<file path="config.mk">
export PLATFORM = sky130hd
export DESIGN_NAME = hqm_div
export DESIGN_NICKNAME = d
export VERILOG_FILES = /design/src/rtl/hqm_div.sv
export SDC_FILE = /design/constraint.sdc
export NUM_CORES = 1
export LEC_CHECK = 0
export BUFFER_PORTS_ARGS = -buffer_cell sky130_fd_sc_hd__buf_2
export CAP_MARGIN = 20
export CORE_UTILIZATION = 56
export DETAILED_ROUTE_END_ITERATION = 10
export GPL_TIMING_DRIVEN = 0
export HOLD_SLACK_MARGIN = 0.02
export PLACE_DENSITY = 0.73
export SETUP_SLACK_MARGIN = 0.1
export SLEW_MARGIN = 20
export SYNTH_ARGS = -nofsm -noshare
export SYNTH_HDL_FRONTEND = slang
export SYNTH_SLANG_ARGS = --single-unit
export TNS_END_PERCENT = 10
</file>
<file path="constraint.sdc">
create_clock -name i_clk -period 6.75 [get_ports i_clk]
set_input_delay 0.675 -clock i_clk [delete_from_list [all_inputs] [get_ports i_clk]]
set_output_delay 0.675 -clock i_clk [all_outputs]
set_load 0.005 [all_outputs]
</file>
<file path="src/rtl/hqm_div.sv">
`timescale 1ns / 1ps

module hqm_div #(
    parameter int DW = 16,
    parameter int QW = 13,
    parameter int SW = 1
) (
    input  logic               i_clk,
    input  logic               i_rst_n,
    input  logic               i_valid,
    input  logic [DW+QW-1:0]   i_num,
    input  logic [DW-1:0]      i_den,
    input  logic [SW-1:0]      i_side,
    output logic               o_valid,
    output logic [QW-1:0]      o_quot,
    output logic [SW-1:0]      o_side
);

    logic [QW-1:0] r_valid;
    logic [DW-1:0] r_rem  [QW];
    logic [QW-1:0] r_bits [QW];
    logic [DW-1:0] r_den  [QW];
    logic [SW-1:0] r_side [QW];

    logic [DW-1:0] w_rem  [QW];
    logic [QW-1:0] w_bits [QW];
    logic [DW-1:0] w_den  [QW];
    logic [SW-1:0] w_side [QW];

    logic [DW-1:0] n_rem  [QW];
    logic [QW-1:0] n_bits [QW];

    always_comb begin
        w_rem[0]  = i_num[DW+QW-1:QW];
        w_bits[0] = i_num[QW-1:0];
        w_den[0]  = i_den;
        w_side[0] = i_side;
        for (int s = 1; s < QW; s++) begin
            w_rem[s]  = r_rem[s-1];
            w_bits[s] = r_bits[s-1];
            w_den[s]  = r_den[s-1];
            w_side[s] = r_side[s-1];
        end
    end

    always_comb begin
        logic [DW:0] trial;
        logic [DW:0] diff;
        for (int s = 0; s < QW; s++) begin
            trial = {w_rem[s], w_bits[s][QW-1]};
            diff  = trial - {1'b0, w_den[s]};
            if (trial >= {1'b0, w_den[s]}) begin
                n_rem[s]  = diff[DW-1:0];
                n_bits[s] = {w_bits[s][QW-2:0], 1'b1};
            end else begin
                n_rem[s]  = trial[DW-1:0];
                n_bits[s] = {w_bits[s][QW-2:0], 1'b0};
            end
        end
    end

    always_ff @(posedge i_clk) begin
        if (!i_rst_n) begin
            r_valid <= '0;
        end else begin
            r_valid <= {r_valid[QW-2:0], i_valid};
        end
    end

    always_ff @(posedge i_clk) begin
        r_rem  <= n_rem;
        r_bits <= n_bits;
        r_den  <= w_den;
        r_side <= w_side;
    end

    assign o_valid = r_valid[QW-1];
    assign o_quot  = r_bits[QW-1];
    assign o_side  = r_side[QW-1];

endmodule
</file>
==> flow_metrics.env, run 1 <==
export IMPL_initial_core_util=0.572
export IMPL_startpoint="r_den[49]"
export IMPL_setup_tns_ns=0
export IMPL_dr_pass1_iters=5
export IMPL_rsz0062_at_grt="no"
export IMPL_syn_inst=2350
export IMPL_ys_seq_elements=579
export IMPL_drive_gt1_frac=0.118
export IMPL_cts_buffers=57
export IMPL_gp_congestion=0.913
export IMPL_cts_resized_gates=0
export IMPL_critPathKind="flop to flop"
export IMPL_cts_sinks=579
export IMPL_tritoncts="built"
export IMPL_crit_arrival_ns=4.11
export IMPL_crit_family="compound AO/OA/AOI/OAI gates"
export IMPL_outcome="complete, no violations"
export IMPL_synth_edff_count=0
export IMPL_syn_nets=2619
export IMPL_fin_crit_sh=0.533
export IMPL_cp_num_buf_inv=3
export IMPL_dpl_hpwl_mm=35.8
export IMPL_cp_slowest_stage_delay_ns=0.53
export IMPL_ys_warn_count=0
export IMPL_fp_dieH_um=207
export IMPL_avgSynthCellArea_um2=10.0
export IMPL_port_buffers=63
export IMPL_fin_util=0.645
export IMPL_wirelength_mm=46.4
export IMPL_antenna_found_initial=0
export IMPL_max_slew_worst_pin_slew_ns=0.984
export IMPL_cts_max_level=2
export IMPL_postPlaceCellArea_um2=24600
export IMPL_drv_cap=0
export IMPL_design_area_um2=26600
export IMPL_r2r_start="r_den[49]"
export IMPL_clock_fmax_mhz=278
export IMPL_worstHoldStart="i_side"
export IMPL_hold_path_class="primary input to flop"
export IMPL_p_per_area_nw_per_um2=532
export IMPL_avgViaCountPerCell=5.37
export IMPL_ys_flop_type="dfxtp_1"
export IMPL_leakagePower_nw=12.3
export IMPL_power_total_w=0.0141
export IMPL_overflow=0
export IMPL_fin_nets=2741
export IMPL_fp_dieW_um=207
export IMPL_synthArstFlopShare=0
export IMPL_ys_seq_area_frac=0.492
export IMPL_yosysUniqueCellTypes=74
export IMPL_finalHoldViolations=0
export IMPL_slew_headroom=0.338
export IMPL_crit_chain="inv_1 > ha_1 > nor2b_1 > o21ai_0 > a21oi_1 > o21a_1 > a211oi_1 > a22o_1 > clkbuf_1 > clkbuf_1 > nand2_1 > o31ai_1"
export IMPL_fill_cells=3289
export IMPL_cts_setup_buffers=0
export IMPL_synth_largest_area_cell="dfxtp_1"
export IMPL_clk_latency_ns=0.61
export IMPL_grt_pass1_vias=16100
export IMPL_start_kind="flop"
export IMPL_grt_util_all_layers=0.215
export IMPL_clkTransAtPathRegs_ns=0.06
export IMPL_required_ns=7.26
export IMPL_crit_path_end_kind="flop"
export IMPL_synth_top_area_frac=0.492
export IMPL_clockBufferDepth=3
export IMPL_cpMostUsedCell="clkbuf_1"
export IMPL_cp_max_fo=10
export IMPL_syn_area_um2=23600
export IMPL_ys_top_cells_by_area="dfxtp_1 (49%), ha_1 (11%), inv_1 (4.2%), mux2_2 (3.9%), a21oi_1 (3.4%)"
export IMPL_route_antenna_remaining_nets=0
export IMPL_core_area_um2=41200
export IMPL_cts_hold_buf=0
export IMPL_num_vias=16400
export IMPL_layout_min_cycle_time_ns=3.60
export IMPL_initialDrtViolationCount=974
export IMPL_drc=0
export IMPL_cts_root_buffer="clkbuf_16"
export IMPL_avgRoutedWirePerCell_um=15.2
export IMPL_clock_skew_ns=0.0209
export IMPL_grt_pass1_wl_mm=76.4
export IMPL_grt_max_degree=16
export IMPL_setup_viol=0
export IMPL_worst_hold_slack_ns=0.166
export IMPL_area_growth_pct=12.7
export IMPL_num_rows=74
export IMPL_io_pins=64
export IMPL_antennaDiodeCount=0
export IMPL_final_max_slew_viol_count=0
export IMPL_die_area_um2=42900
export IMPL_ir_worst_vdd_mv=0.203
export IMPL_slowest_stage="clkbuf_1"
## cells in the mapped netlist, types with 5 or more instances
master and n:
dfxtp_1 579, inv_1 262, ha_1 208, a21oi_1 158
nor2_1 131, nand2_1 130, o21ai_0 130, mux2_2 81
xnor2_1 67, xor2_1 65, nor3_1 37, nand2b_1 35
nand3_1 33, a21o_1 31, nor2b_1 31, nand4_1 30
o21a_1 29, clkbuf_1 24, a211oi_1 21, and2_1 19
o31ai_1 16, or2_2 15, buf_4 14, o31a_1 14
or3_1 14, nor4_1 13, a31oi_1 12, fa_1 12
o21bai_1 12, a21boi_0 11, mux2i_1 11, buf_2 7
mux2_4 7, o211ai_1 7, and3_1 6, and4_1 6
a211o_1 5, nand3b_1 5, o41ai_1 5
## logic make-up after synthesis
logic type / Yosys count / synth area share
compound gates: 499 / 0.133
xor+xnor: 132 / 0.0490
fa+ha+maj: 220 / 0.121
buf+inv: 308 / 0.0520
flops: 579 / 0.492
mux: 99 / 0.0478
simple gates: 513 / 0.106
## cell usage in the layout, fill, tap and decap left out, types with 14 or more instances in the layout
cell type and count:
xnor2_1 67, inv_1 262, buf_2 70, nand3_1 33
nand2_1 130, a21o_1 31, ha_1 208, nand4_1 30
nor3_1 37, o21ai_0 130, nand2b_1 35, o31ai_1 16
xor2_1 65, mux2_2 81, nor2b_1 31, a21oi_1 158
nor2_1 131, clkbuf_1 36, clkbuf_16 57, buf_4 14
a211oi_1 21, o21a_1 29, dfxtp_1 579, or3_1 14
o31a_1 14, and2_1 19, or2_2 15
## power breakdown
part           switching, W  leakage (nW)  total [W]  internal (W)
Combinational       0.00321          6.39    0.00596       0.00276
Clock               0.00128         0.997    0.00334       0.00205
Sequential         0.000447          4.88    0.00484       0.00440
## flip-flops by register name, indices dropped and copies added, names as in the netlist
signal,flops
r_side,12
o_side,1
r_valid,13
r_rem,192
r_bits,156
r_den,192
o_quot,13
## layer usage
metal | vias to the layer above | GRT usage | share of wire
li1 | 8287 | - | -
met1 | 7569 | 0.272 | 0.46
met2 | 412 | 0.362 | 0.46
met3 | 106 | 0.0382 | 0.050
met4 | 0 | 0.0890 | 0.035
met5 | - | 0 | 0
## layout make-up
class | instances | area [um^2] | share of cell area
Timing Repair Buffer | 63 | 315 | 0.0119
Buffer | 46 | 241 | 0.00909
Sequential cell | 579 | 11600 | 0.436
Tap cell | 532 | 666 | 0.0250
Multi-Input combinational cell | 1463 | 10800 | 0.405
Clock inverter | 29 | 453 | 0.0170
Inverter | 262 | 983 | 0.0370
Clock buffer | 76 | 1570 | 0.0590
## final timing paths
path                     end  slack (ns)  cells past startpoint
setup / recovery   r_rem[46]        3.15                     12
hold / removal    r_side[12]        0.17                      1
setup reg to reg   r_rem[46]        3.15                     12
hold reg to reg   r_bits[59]        0.32                      0
## through the flow
stage	instances	worst slack [ns]
2_1_floorplan	2350	3.83
3_3_place_gp	2945	2.99
3_5_place_dp	2945	2.89
4_1_cts	3050	3.27
5_1_grt	3050	2.90
6_report	3050	3.15
No activity file was read; power rests on OpenSTA's default activity.
==> run 2: changes to the inputs <==
clock period = 3.7 ns   (was 6.75 ns; I/O delays follow)
==> run 2 against run 1 <==
Total power increased by 83%; design area up 1.8%; largest cell class unchanged; fmax increased by 5.1%; flip-flop and latch count is the same.
==> flow_metrics.env, run 2 (synthesized netlist as in run 1, its figures left out) <==
export IMPL_outcome="complete, no violations"
export IMPL_setup_viol=0
export IMPL_crit_chain="inv_1 > ha_1 > nor2b_1 > o31a_1 > o211ai_1 > a31oi_1 > a211o_1 > a21oi_1 > o21a_1 > buf_2 > clkbuf_4 > mux2_2"
export IMPL_dpl_hpwl_mm=35.8
export IMPL_combPwrFrac=0.423
export IMPL_hold_path_class="primary input to flop"
export IMPL_cp_slowest_stage_delay_ns=0.37
export IMPL_p_per_area_nw_per_um2=956
export IMPL_io_pins=64
export IMPL_antennaDiodeCount=0
export IMPL_cts_root_buffer="clkbuf_16"
export IMPL_final_common_cell="dfxtp_1"
export IMPL_worst_hold_slack_ns=0.102
export IMPL_slowest_stage="dfxtp_1"
export IMPL_leakagePower_nw=12.5
export IMPL_num_vias=16600
export IMPL_critPathKind="flop to flop"
export IMPL_grt_max_degree=16
export IMPL_r2r_start="r_den[65]"
export IMPL_port_buffers=63
export IMPL_initial_core_util=0.572
export IMPL_die_area_um2=42900
export IMPL_dr_pass1_iters=5
export IMPL_clock_power_share=0.236
export IMPL_max_slew_worst_pin_slew_ns=0.980
export IMPL_worstHoldStart="i_num[26]"
export IMPL_clkTransAtPathRegs_ns=0.06
export IMPL_cts_sinks=579
export IMPL_layout_min_cycle_time_ns=3.43
export IMPL_drc=0
export IMPL_rsz0062_at_grt="no"
export IMPL_antenna_found_initial=0
export IMPL_fill_cells=3225
export IMPL_fin_util=0.657
export IMPL_clockBufferDepth=3
export IMPL_cts_buffers=57
export IMPL_avgViaCountPerCell=5.37
export IMPL_wirelength_mm=47.2
export IMPL_num_rows=74
export IMPL_clock_fmax_mhz=292
export IMPL_final_max_slew_viol_count=0
export IMPL_fp_dieH_um=207
export IMPL_fp_dieW_um=207
export IMPL_fin_nets=2787
export IMPL_startpoint="r_den[65]"
export IMPL_initialDrtViolationCount=1003
export IMPL_multi_input_area_um2=10800
export IMPL_reg2reg_slack_ns=0.27
export IMPL_finalHoldViolations=0
export IMPL_design_area_um2=27100
export IMPL_drv_cap=0
export IMPL_fin_crit_sh=0.926
export IMPL_slew_headroom=0.340
export IMPL_cts_max_level=2
export IMPL_tritoncts="built"
export IMPL_clk_latency_ns=0.61
export IMPL_crit_path_end_kind="flop"
export IMPL_start_kind="flop"
export IMPL_gp_congestion=0.913
export IMPL_drive_gt1_frac=0.119
export IMPL_p_int_w=0.0168
export IMPL_postPlaceCellArea_um2=24600
export IMPL_cts_setup_buffers=0
export IMPL_required_ns=4.19
export IMPL_place_ws_ns=0.146
export IMPL_cp_max_fo=10
export IMPL_core_area_um2=41200
export IMPL_setup_tns_ns=0
export IMPL_final_cell_mix="dfxtp_1 (579), inv_1 (262), ha_1 (208)"
export IMPL_route_antenna_remaining_nets=0
export IMPL_top_regs="r_den (192), r_rem (192), r_bits (156)"
export IMPL_crit_arrival_ns=3.92
export IMPL_seqCellArea_um2=11600
export IMPL_overflow=0
export IMPL_grt_util_all_layers=0.218
export IMPL_avgRoutedWirePerCell_um=15.2
export IMPL_setup_ws_ns=0.274
export IMPL_power_frac_seq=0.342
export IMPL_ir_worst_vdd_mv=0.371
export IMPL_p_switching_w=0.00902
export IMPL_area_growth_pct=14.8
export IMPL_clock_skew_ns=0.0215
export IMPL_switching_share=0.349
export IMPL_grt_pass1_wl_mm=77.5
export IMPL_grt_pass1_vias=16400
[run 2: cell type report]
cell class	count	share of cell area
Sequential cell	579	0.428
Multi-Input combinational cell	1463	0.398
Clock buffer	76	0.0579
Inverter	262	0.0363
Timing Repair Buffer	109	0.0287
Tap cell	532	0.0246
Clock inverter	29	0.0167
Buffer	46	0.00925
[run 2: timing repair]
item,CTS,global route
hold endpoints to repair,46,0
endpoints found under the setup margin,0,57
hold buffers,46,0
resized for setup,0,15
[run 2: worst paths after layout]
check                    end  cells after the start
setup / recovery   r_rem[56]                     12
hold / removal    r_rem[206]                      3
setup reg to reg   r_rem[56]                     12
hold reg to reg   r_bits[59]                      0
[run 2: power by group through the flow]
stage          clock (W)  combinational [W]  sequential [W]
3_5_place_dp           0             0.0107         0.00896
6_report         0.00609             0.0109         0.00884
5_1_grt          0.00651             0.0122         0.00900
4_1_cts          0.00627             0.0108         0.00884
2_1_floorplan          0            0.00854         0.00865
3_3_place_gp           0             0.0104         0.00892
[run 2: worst max-delay path, delay by kind of cell (launching register included)]
family	cells	cell delay (ns)
AO/OA/AOI/OAI	6	1.47
buffers and inverters	3	0.64
flip-flops	1	0.37
multiplexers	1	0.36
adder cells (fa/ha/maj)	1	0.31
AND/OR/NAND/NOR	1	0.15
[run 2: per-layer routing]
layer  track usage  wire (um)
met1         0.274      21500
met2         0.371      21700
met3        0.0384       2290
met4        0.0888       1610
met5             0          0
[run 2: stage by stage]
| step | total power (W) | cells |
|---|---|---|
| after floorplan | 0.0172 | 2350 |
| after global placement | 0.0193 | 2945 |
| after detailed placement | 0.0197 | 2945 |
| after CTS | 0.0259 | 3096 |
| after global routing | 0.0277 | 3096 |
| final | 0.0259 | 3096 |
